**src/spq_pkg.sv**
```systemverilog
`default_nettype none

package spq_pkg;

    // Queue capacity and stored value width.
    localparam int unsigned DEPTH       = 16;
    localparam int unsigned VALUE_WIDTH = 32;

    // Widths of the stream fields.
    localparam int unsigned CMD_W     = 2;
    localparam int unsigned FIELD_W   = 32;
    localparam int unsigned STATUS_W  = 2;
    localparam int unsigned OCC_W     = 5;
    localparam int unsigned CNT_W     = $clog2(DEPTH + 1);
    localparam int unsigned IN_DATA_W  = ((FIELD_W + 7) / 8) * 8;
    localparam int unsigned OUT_DATA_W = ((FIELD_W + OCC_W + 7) / 8) * 8;

    typedef logic [VALUE_WIDTH-1:0] t_value;
    typedef logic [CNT_W-1:0]       t_count;

    typedef enum logic [CMD_W-1:0] {
        CMD_INSERT = 2'd0,
        CMD_PEEK   = 2'd1,
        CMD_REMOVE = 2'd2,
        CMD_CLEAR  = 2'd3
    } t_cmd;

    typedef enum logic [STATUS_W-1:0] {
        ST_OK    = 2'd0,
        ST_EMPTY = 2'd1,
        ST_FULL  = 2'd2
    } t_status;

    // Command broadcast to every cell of the row.
    typedef struct packed {
        logic   en;
        t_cmd   cmd;
        t_value new_value;
    } t_cell_ctl;

endpackage

`default_nettype wire

```
**src/spq_cell.sv**
```systemverilog
`default_nettype none

module spq_cell (
    input  wire logic               i_clk,
    input  wire spq_pkg::t_cell_ctl i_ctl,
    input  wire logic               i_occupied,
    input  wire logic               i_left_ins,
    input  wire spq_pkg::t_value    i_left_value,
    input  wire spq_pkg::t_value    i_right_value,
    output logic                    o_ins,
    output spq_pkg::t_value         o_value
);

    spq_pkg::t_value r_value;
    spq_pkg::t_value n_value;

    // The new value belongs at or before this cell when the cell is free or smaller.
    assign o_ins   = !i_occupied || ($signed(i_ctl.new_value) > $signed(r_value));
    assign o_value = r_value;

    // Insert shifts down from the insertion point; remove shifts everything up.
    always_comb begin
        n_value = r_value;
        if (i_ctl.en) begin
            unique case (i_ctl.cmd)
                spq_pkg::CMD_INSERT: begin
                    if (i_left_ins) begin
                        n_value = i_left_value;
                    end else if (o_ins) begin
                        n_value = i_ctl.new_value;
                    end
                end
                spq_pkg::CMD_REMOVE: begin
                    n_value = i_right_value;
                end
                default: begin
                    n_value = r_value;
                end
            endcase
        end
    end

    always_ff @(posedge i_clk) begin
        r_value <= n_value;
    end

endmodule

`default_nettype wire

```
**src/sorted_priority_queue.sv**
```systemverilog
// Bounded max-priority queue held as a row of DEPTH cells in descending order,
// cell 0 holding the largest value. The command travels in s_axis_tuser and the
// value in s_axis_tdata; every transfer in gives exactly one result transfer out
// carrying the largest value held before the command, a status and the
// occupancy after it. The queue takes one command per clock while the output
// register is free or its result is being taken: every cell compares the
// broadcast value against its own entry in the same cycle and shifts toward or
// away from its neighbor, so the row's compare-and-shift sets the rate. A
// result appears in the output register in the cycle after its command is
// taken, and a new command is accepted while that result is being taken. An
// insert into a full queue is dropped with the full status; a peek or remove
// on an empty queue reports empty with a zero value.
`default_nettype none

module sorted_priority_queue (
    input  wire logic                           i_clk,
    input  wire logic                           i_rst_n,
    input  wire logic                           s_axis_tvalid,
    output logic                                s_axis_tready,
    // [31:0] value
    input  wire logic [spq_pkg::IN_DATA_W-1:0]  s_axis_tdata,
    // [1:0] cmd
    input  wire logic [spq_pkg::CMD_W-1:0]      s_axis_tuser,
    output logic                                m_axis_tvalid,
    input  wire logic                           m_axis_tready,
    // [31:0] top_value, [36:32] occupancy, upper bits zero
    output logic [spq_pkg::OUT_DATA_W-1:0]      m_axis_tdata,
    // [1:0] status
    output logic [spq_pkg::STATUS_W-1:0]        m_axis_tuser
);

    localparam int unsigned DEPTH = spq_pkg::DEPTH;

    spq_pkg::t_count           r_count;
    spq_pkg::t_count           n_count;
    logic                      r_m_valid;
    logic [spq_pkg::FIELD_W-1:0] r_top;
    logic [spq_pkg::OCC_W-1:0]   r_occ;
    spq_pkg::t_status          r_status;
    spq_pkg::t_status          n_status;

    logic                      w_accept;
    logic                      w_empty;
    logic                      w_full;
    spq_pkg::t_cmd             w_cmd;
    spq_pkg::t_value           w_in_value;
    spq_pkg::t_cell_ctl        w_ctl;
    logic [spq_pkg::FIELD_W-1:0] w_top;

    logic                      w_ins   [DEPTH];
    spq_pkg::t_value           w_value [DEPTH];

    // Input handshake: the output register frees up when its result is taken.
    assign s_axis_tready = !r_m_valid || m_axis_tready;
    assign w_accept      = s_axis_tvalid && s_axis_tready;

    assign w_cmd      = spq_pkg::t_cmd'(s_axis_tuser);
    assign w_in_value = spq_pkg::t_value'($signed(s_axis_tdata[spq_pkg::FIELD_W-1:0]));
    assign w_empty    = (r_count == '0);
    assign w_full     = (r_count == spq_pkg::CNT_W'(DEPTH));
    assign w_top      = w_empty ? '0 : spq_pkg::FIELD_W'($signed(w_value[0]));

    // Cells only move when the command changes the stored contents.
    always_comb begin
        w_ctl.cmd       = w_cmd;
        w_ctl.new_value = w_in_value;
        w_ctl.en        = w_accept
                          && !((w_cmd == spq_pkg::CMD_INSERT) && w_full)
                          && !((w_cmd == spq_pkg::CMD_REMOVE) && w_empty);
    end

    // Row of cells, each linked to its left and right neighbor.
    for (genvar gi = 0; gi < DEPTH; gi++) begin : g_cell
        logic            w_occupied;
        logic            w_left_ins;
        spq_pkg::t_value w_left_value;
        spq_pkg::t_value w_right_value;

        assign w_occupied = (spq_pkg::CNT_W'(gi) < r_count);

        if (gi == 0) begin : g_first
            assign w_left_ins   = 1'b0;
            assign w_left_value = w_in_value;
        end else begin : g_inner
            assign w_left_ins   = w_ins[gi-1];
            assign w_left_value = w_value[gi-1];
        end

        if (gi == DEPTH - 1) begin : g_last
            assign w_right_value = w_value[gi];
        end else begin : g_body
            assign w_right_value = w_value[gi+1];
        end

        spq_cell u_cell (
            .i_clk         (i_clk),
            .i_ctl         (w_ctl),
            .i_occupied    (w_occupied),
            .i_left_ins    (w_left_ins),
            .i_left_value  (w_left_value),
            .i_right_value (w_right_value),
            .o_ins         (w_ins[gi]),
            .o_value       (w_value[gi])
        );
    end

    // Occupancy and status for the command being taken.
    always_comb begin
        n_count  = r_count;
        n_status = spq_pkg::ST_OK;
        unique case (w_cmd)
            spq_pkg::CMD_INSERT: begin
                if (w_full) begin
                    n_status = spq_pkg::ST_FULL;
                end else begin
                    n_count = r_count + 1'b1;
                end
            end
            spq_pkg::CMD_PEEK: begin
                if (w_empty) begin
                    n_status = spq_pkg::ST_EMPTY;
                end
            end
            spq_pkg::CMD_REMOVE: begin
                if (w_empty) begin
                    n_status = spq_pkg::ST_EMPTY;
                end else begin
                    n_count = r_count - 1'b1;
                end
            end
            spq_pkg::CMD_CLEAR: begin
                n_count = '0;
            end
            default: begin
                n_count = r_count;
            end
        endcase
    end

    // Control state.
    always_ff @(posedge i_clk) begin
        if (!i_rst_n) begin
            r_count   <= '0;
            r_m_valid <= 1'b0;
        end else begin
            if (w_accept) begin
                r_count <= n_count;
            end
            if (s_axis_tready) begin
                r_m_valid <= s_axis_tvalid;
            end
        end
    end

    // Result register.
    always_ff @(posedge i_clk) begin
        if (w_accept) begin
            r_top    <= w_top;
            r_status <= n_status;
            r_occ    <= spq_pkg::OCC_W'(n_count);
        end
    end

    assign m_axis_tvalid = r_m_valid;
    assign m_axis_tuser  = r_status;
    assign m_axis_tdata  = spq_pkg::OUT_DATA_W'({r_occ, r_top});

endmodule

`default_nettype wire

```
**config.mk**
```make
export PLATFORM = sky130hd
export DESIGN_NAME = sorted_priority_queue
export DESIGN_NICKNAME = d
export VERILOG_FILES = /design/src/spq_pkg.sv /design/src/spq_cell.sv /design/src/sorted_priority_queue.sv
export SDC_FILE = /design/constraint.sdc
export NUM_CORES = 2
export LEC_CHECK = 0
export BUFFER_PORTS_ARGS = -buffer_cell sky130_fd_sc_hd__buf_2
export CAP_MARGIN = 20
export CORE_MARGIN = 2
export CORE_UTILIZATION = 30
export CTS_BUF_LIST = sky130_fd_sc_hd__clkbuf_16
export DETAILED_ROUTE_END_ITERATION = 16
export GPL_ROUTABILITY_DRIVEN = 0
export PLACE_DENSITY_LB_ADDON = 0.2
export SLEW_MARGIN = 20
export SYNTH_ARGS = -nofsm -noshare
export SYNTH_HDL_FRONTEND = slang
export SYNTH_HIERARCHICAL = 1
export SYNTH_SLANG_ARGS = --single-unit
```
**constraint.sdc**
```tcl
create_clock -name i_clk -period 15 [get_ports i_clk]
set_input_delay 3 -clock i_clk [delete_from_list [all_inputs] [get_ports i_clk]]
set_output_delay 3 -clock i_clk [all_outputs]
set_load 0.005 [all_outputs]
```
Word-level counts from Yosys, hierarchy flattened
Index checks and enable logic that the tools add are counted.

Flip-flop bits (word level): 557. Bits in latches: 0. Bits in writable memories: 0. Memory bits (read-only): 0. Bits of input ports: 38. Logic and storage cells: 188. Memories: 0.

$add $sub $neg: 2. Multiply operators: 0. Divide/modulo/power cells: 0. $lt $le $gt $ge: 32. Equality and inequality tests: 19. Shifts and indexed selects: 0. Multiplexer cells: 52. Bitwise logic cells: 0. Reduce and logical (&&, ||, !) cells: 62.

Operators with widths (count): $mux W32 (31); $pmux W32 S2 (15); $gt A32 B32 Y1 (16); $reduce_and A3 Y1 (16); $ne A3 B1 Y1 const B (14); $lt A4 B5 Y1 const A (8); $lt A3 B5 Y1 const A (4); $logic_not A1 Y1 (19); $logic_or A1 B1 Y1 (17); $pmux W5 S3 (1); $lt A1 B5 Y1 const A (2); $lt A2 B5 Y1 const A (2); $mux W5 (2); $add A5 B1 Y5 const B (1); $eq A5 B5 Y1 const B (1); $logic_and A1 B1 Y1 (5); $logic_not A5 Y1 (1); $sub A5 B1 Y5 const B (1); $eq A2 B2 Y1 const B (2); $pmux W2 S2 (1); $reduce_bool A2 Y1 (2); $eq A2 B1 Y1 const B (1); $logic_not A2 Y1 (1); $mux W2 (1); other kinds (3) (3).

Longest topological paths before layout
Word-level depth: 6. Gate-level depth with buffers: 12. Mapped depth without buffers: 10.

Modules after synthesis
Netlist, hierarchy kept.

Modules (own cells, without submodules): spq_cell (times used 16, cells an instance 265, area each 2508.7 um^2); sorted_priority_queue (times used 1, cells an instance 183, area each 2193.4 um^2).

Least setup slack after synthesis
OpenSTA, ideal clock, no wires.

Path kind: input to register. Start point: in s_axis_tdata[31] in the netlist's numbering. End point: reg g_cell[10].u_cell.r_value[0] (enable). Setup time: 433 ps. Arrival: 6379 ps. Required time: 14567 ps. Path slack: 8188 ps. Stages on the path: 11. Path buffers: 2. Cell sequence: ha_1 > nand4_2 > nor4_2 > nor2_1 > nand3_1 > nand2_1 > o21ai_1 > clkbuf_1 > buf_2 > nor3b_1 > o22ai_1.

Cells in the longest elaborated chain, start to end: 4.

Ends and longest elaborated chain: start, declared (RTL line sorted_priority_queue.sv:21) `input wire logic [spq_pkg::IN_DATA_W-1:0] s_axis_tdata,`; $gt A32 B32 Y1 (RTL line spq_cell.sv:18) `assign o_ins = !i_occupied || ($signed(i_ctl.new_value) > $signed(r_value));`; $logic_or A1 B1 Y1 (RTL line spq_cell.sv:18); via g_cell[10].w_left_ins (RTL line sorted_priority_queue.sv:75) `logic w_left_ins;`; $ne A3 B1 Y1 (no source line); $reduce_and A3 Y1 (no source line); end signal, assigned (RTL line spq_cell.sv:44) `r_value <= n_value;`; end, declared (RTL line spq_cell.sv:14) `spq_pkg::t_value r_value;`.

The timed path passes the listed nets, and every way through them passes these cells. A chain may end at the register's enable or synchronous reset.

Worst setup path after layout
Start point: in s_axis_tdata[17] in the netlist's numbering. End point: reg g_cell[5].u_cell.r_value[14] (enable).

Cells in the longest elaborated chain, start to end: 4.

Ends and longest elaborated chain (RTL line): $gt A32 B32 Y1 (spq_cell.sv:18); $logic_or A1 B1 Y1 (spq_cell.sv:18); via g_cell[5].w_left_ins (sorted_priority_queue.sv:75); $ne A3 B1 Y1 (no source line); $reduce_and A3 Y1 (no source line); end signal, assigned (spq_cell.sv:44); end, declared (spq_cell.sv:14).

The timed path passes the listed nets, and every way through them passes these cells.

==> summary.md <==
| Metric | Value |
|---|---|
| CTS clk-pin slew, worst paths | approximately 60 ps |
| Footprint of the multi-input gates | around 23,000 um2 |
| Critical Path Most Common Cell | buf_4 |
| R2R Path End | g_cell[4].u_cell/o_value[15]$_DFFE_PP_ |
| Avg Cell Area, Syn | between 9 and 10 um2 |
| DR vias/cell | 5.148 |
| Worst hold slack | between 500 and 600 ps |
| DR DRC count | 0 |
| Starting density of the core | 30.30% |
| Reg-to-reg startpoint | g_cell[3].u_cell/o_value[31]$_DFFE_PP_ |
| Slowest cell on crit path | o22ai_2 |
| Clock share of power | 32.2% |
| Total GRT Usage | a little under a fifth |
| First-pass GRT wire length | about 210,000 um |
| Final period utilization | 43.99% |
| Placed Cells | ~6,300 |
| H-tree depth | 3 |
| Leakage | approximately 22 nW |
| Worst-margin pin slew | a little over 1000 ps |
| Reg power frac | roughly 42% |
| Resized cells post-CTS | 0 |
| Max IR drop VDD | 78.16 uV |
| Setup TNS Final | 0 ps |
| Crit start category | input pin |
| Final net count | between 5,000 and 6,000 |
| Normalized max-slew margin | 32.05% |
| Largest net degree at the start of global routing | 65 |
| Vias in the first global route | roughly 32,000 |
| Routed Antenna Nets | 0 |
| Total clock sinks | approximately 560 |
| Psw | about 1.8 mW |
| Sw Share | between 30 and 40% |
| Max Slew Vio Count | 0 |
| Final hold vios | 0 |
| CP endpoint kind | flop |
| Post-Synthesis Cell Area | around 42,000 um2 |
| Hpwl dp | 104,000 um |
| Worst Path Arrival | 6920 ps |
| Storage element area | 16,670 um2 |
| Core ar. | 139,700 um2 |
| R2R depth | 12 |
| P per Cell Area | about 110 nW/um2 |
| Max Clock Skew | roughly 30 ps |
| Hold-fix buffers at CTS | 0 |
| WP depth | 13 |
| Grt ovf | 0 |
| Min cycle time layout | around 6600 ps |
| Die area | approximately 140,000 um2 |
| CP max stage delay | 620 ps |
| Routed len/inst | 21.98 um |
| Antenna violations before repair | 0 |
| RSZ-0062 raised after global routing | no |
| Area delta synth->final | 12.40% |
| Chip Height | 379.6 um |
| CP delay by family, top | buffers and inverters |
| Filler cells | about 14,000 |
| Critical path class | in -> reg |
| Post-Syn Instances | between 4,000 and 5,000 |
| Iteration count of the initial detailed-routing pass | 5 |
| Final setup viols | 0 |
| Max frequency | roughly 0.15 GHz |
| CTS max path bufs | 3 |
| Number of max-cap violations | 0 |
| Cell chain of the critical path | buf_2 -> buf_4 -> ha_1 -> a21oi_1 -> o21ai_0 -> a22oi_2 -> o2111ai_2 -> mux2i_1 -> o21ai_4 -> buf_4 -> nor3b_1 -> o22ai_2 -> buf_4 |
| Total CTS buffers | 70 |
| Commonest non-fill, non-tap cells in the layout | nand2_1 (664), inv_1 (571), o21ai_0 (568) |
| CTS Root Cell | clkbuf_16 |
| Logic pwr share | 25.6% |
| Share of cells above drive strength 1 | a little under a tenth |
| Crit path launch | s_axis_tdata[17] |
| CP Max Fanout | 33 |
| Min-Delay Path Class | reg -> reg |
| Commonest non-fill, non-tap cell in the layout | nand2_1 |
| CP Data Required Time | 15,320 ps |
| Vias | 32,960 |
| Final Routed Wirelength | 140,700 um |
| Status | finished clean |
| CTS tree | yes |
| Crit path capture | g_cell[5].u_cell/o_value[14]$_DFFE_PP_ |
| Quantity of I/O buffers inserted on ports | 78 |
| R2r setup slk | 10,880 ps |
| Buffers and inverters on the worst path | 4 |
| DIE WIDTH | between 300 and 400 um |
| Ports | 82 |
| Worst-Skew Late Latency | around 670 ps |
| Power Internal | roughly 3.4 mW |
| FP Rows | about 140 |
| Synth Warn # | 6 |
| Util after Layout | between 30 and 40% |
| Post-CTS Setup Inserts | 0 |
| Final Non-Filler Cells | ~6,400 |
| DR iter-0 viols | between 2,000 and 3,000 |
## registers in the layout, indices dropped and copies added (netlist names)
register,count
m_axis_tvalid,1
r_occ,5
m_axis_tuser,2
r_count,5
r_top,32
g_cell.u_cell/o_value,512
## power groups by stage
stage | Sequential [mW] | Combinational, mW | Clock, mW
after floorplan | 2.11 | 0.905 | 0
after global placement | 2.22 | 1.30 | 0
after detailed placement | 2.23 | 1.32 | 0
after CTS | 2.19 | 1.32 | 1.72
after global routing | 2.21 | 1.49 | 1.78
final | 2.19 | 1.33 | 1.67
## tightest hold or removal path: stages, from the launching register on
cell,delay [ps]
dfxtp_1,300
nand2b_1,130
a21boi_0,100
## how the worst min path moves through the flow
stage / from / endpoint / depth (start not counted) / slack [ps]
final: m_axis_tvalid$_SDFFE_PN0N_ / m_axis_tvalid$_SDFFE_PN0N_ / 2 / 580
after global routing: g_cell[15].u_cell/o_value[22]$_DFFE_PP_ / g_cell[15].u_cell/o_value[22]$_DFFE_PP_ / 2 / 620
after CTS: m_axis_tvalid$_SDFFE_PN0N_ / m_axis_tvalid$_SDFFE_PN0N_ / 2 / 600
after detailed placement: g_cell[15].u_cell/o_value[1]$_DFFE_PP_ / g_cell[15].u_cell/o_value[1]$_DFFE_PP_ / 2 / 580
after global placement: g_cell[15].u_cell/o_value[1]$_DFFE_PP_ / g_cell[15].u_cell/o_value[1]$_DFFE_PP_ / 2 / 570
after floorplan: g_cell[1].u_cell/o_value[10]$_DFFE_PP_ / g_cell[0].u_cell/o_value[10]$_DFFE_PP_ / 2 / 550
## final cells by class
| type | count | share of cell area, % |
|---|---|---|
| repair buffers | 164 | 2.283 |
| clock inverters | 54 | 0.8259 |
| inverters | 557 | 4.395 |
| multi-input cells | 3122 | 48.74 |
| diodes | 1 | 0.005260 |
| clock buffers | 72 | 3.787 |
| well taps | 1876 | 4.934 |
| flip-flops and latches | 557 | 35.03 |
## metrics by stage
stage	area (um2)	power, mW	setup WS, ps
after floorplan	42330	3.018	8188
after global placement	45290	3.520	7773
after detailed placement	45310	3.544	7778
after CTS	47510	5.241	8476
after global routing	47570	5.481	8181
final	47570	5.199	8401
## routing by layer
layer  vias to the layer above  part of all wire, %  GRT usage (%)
met3                       152                  5.5          2.241
met5                         -                    0              0
li1                      15970                    -              -
met1                     15960                   51          29.18
met4                         0                  2.3          5.334
met2                       883                   42          28.12
Note: power is estimated with default switching activity, not from simulation.
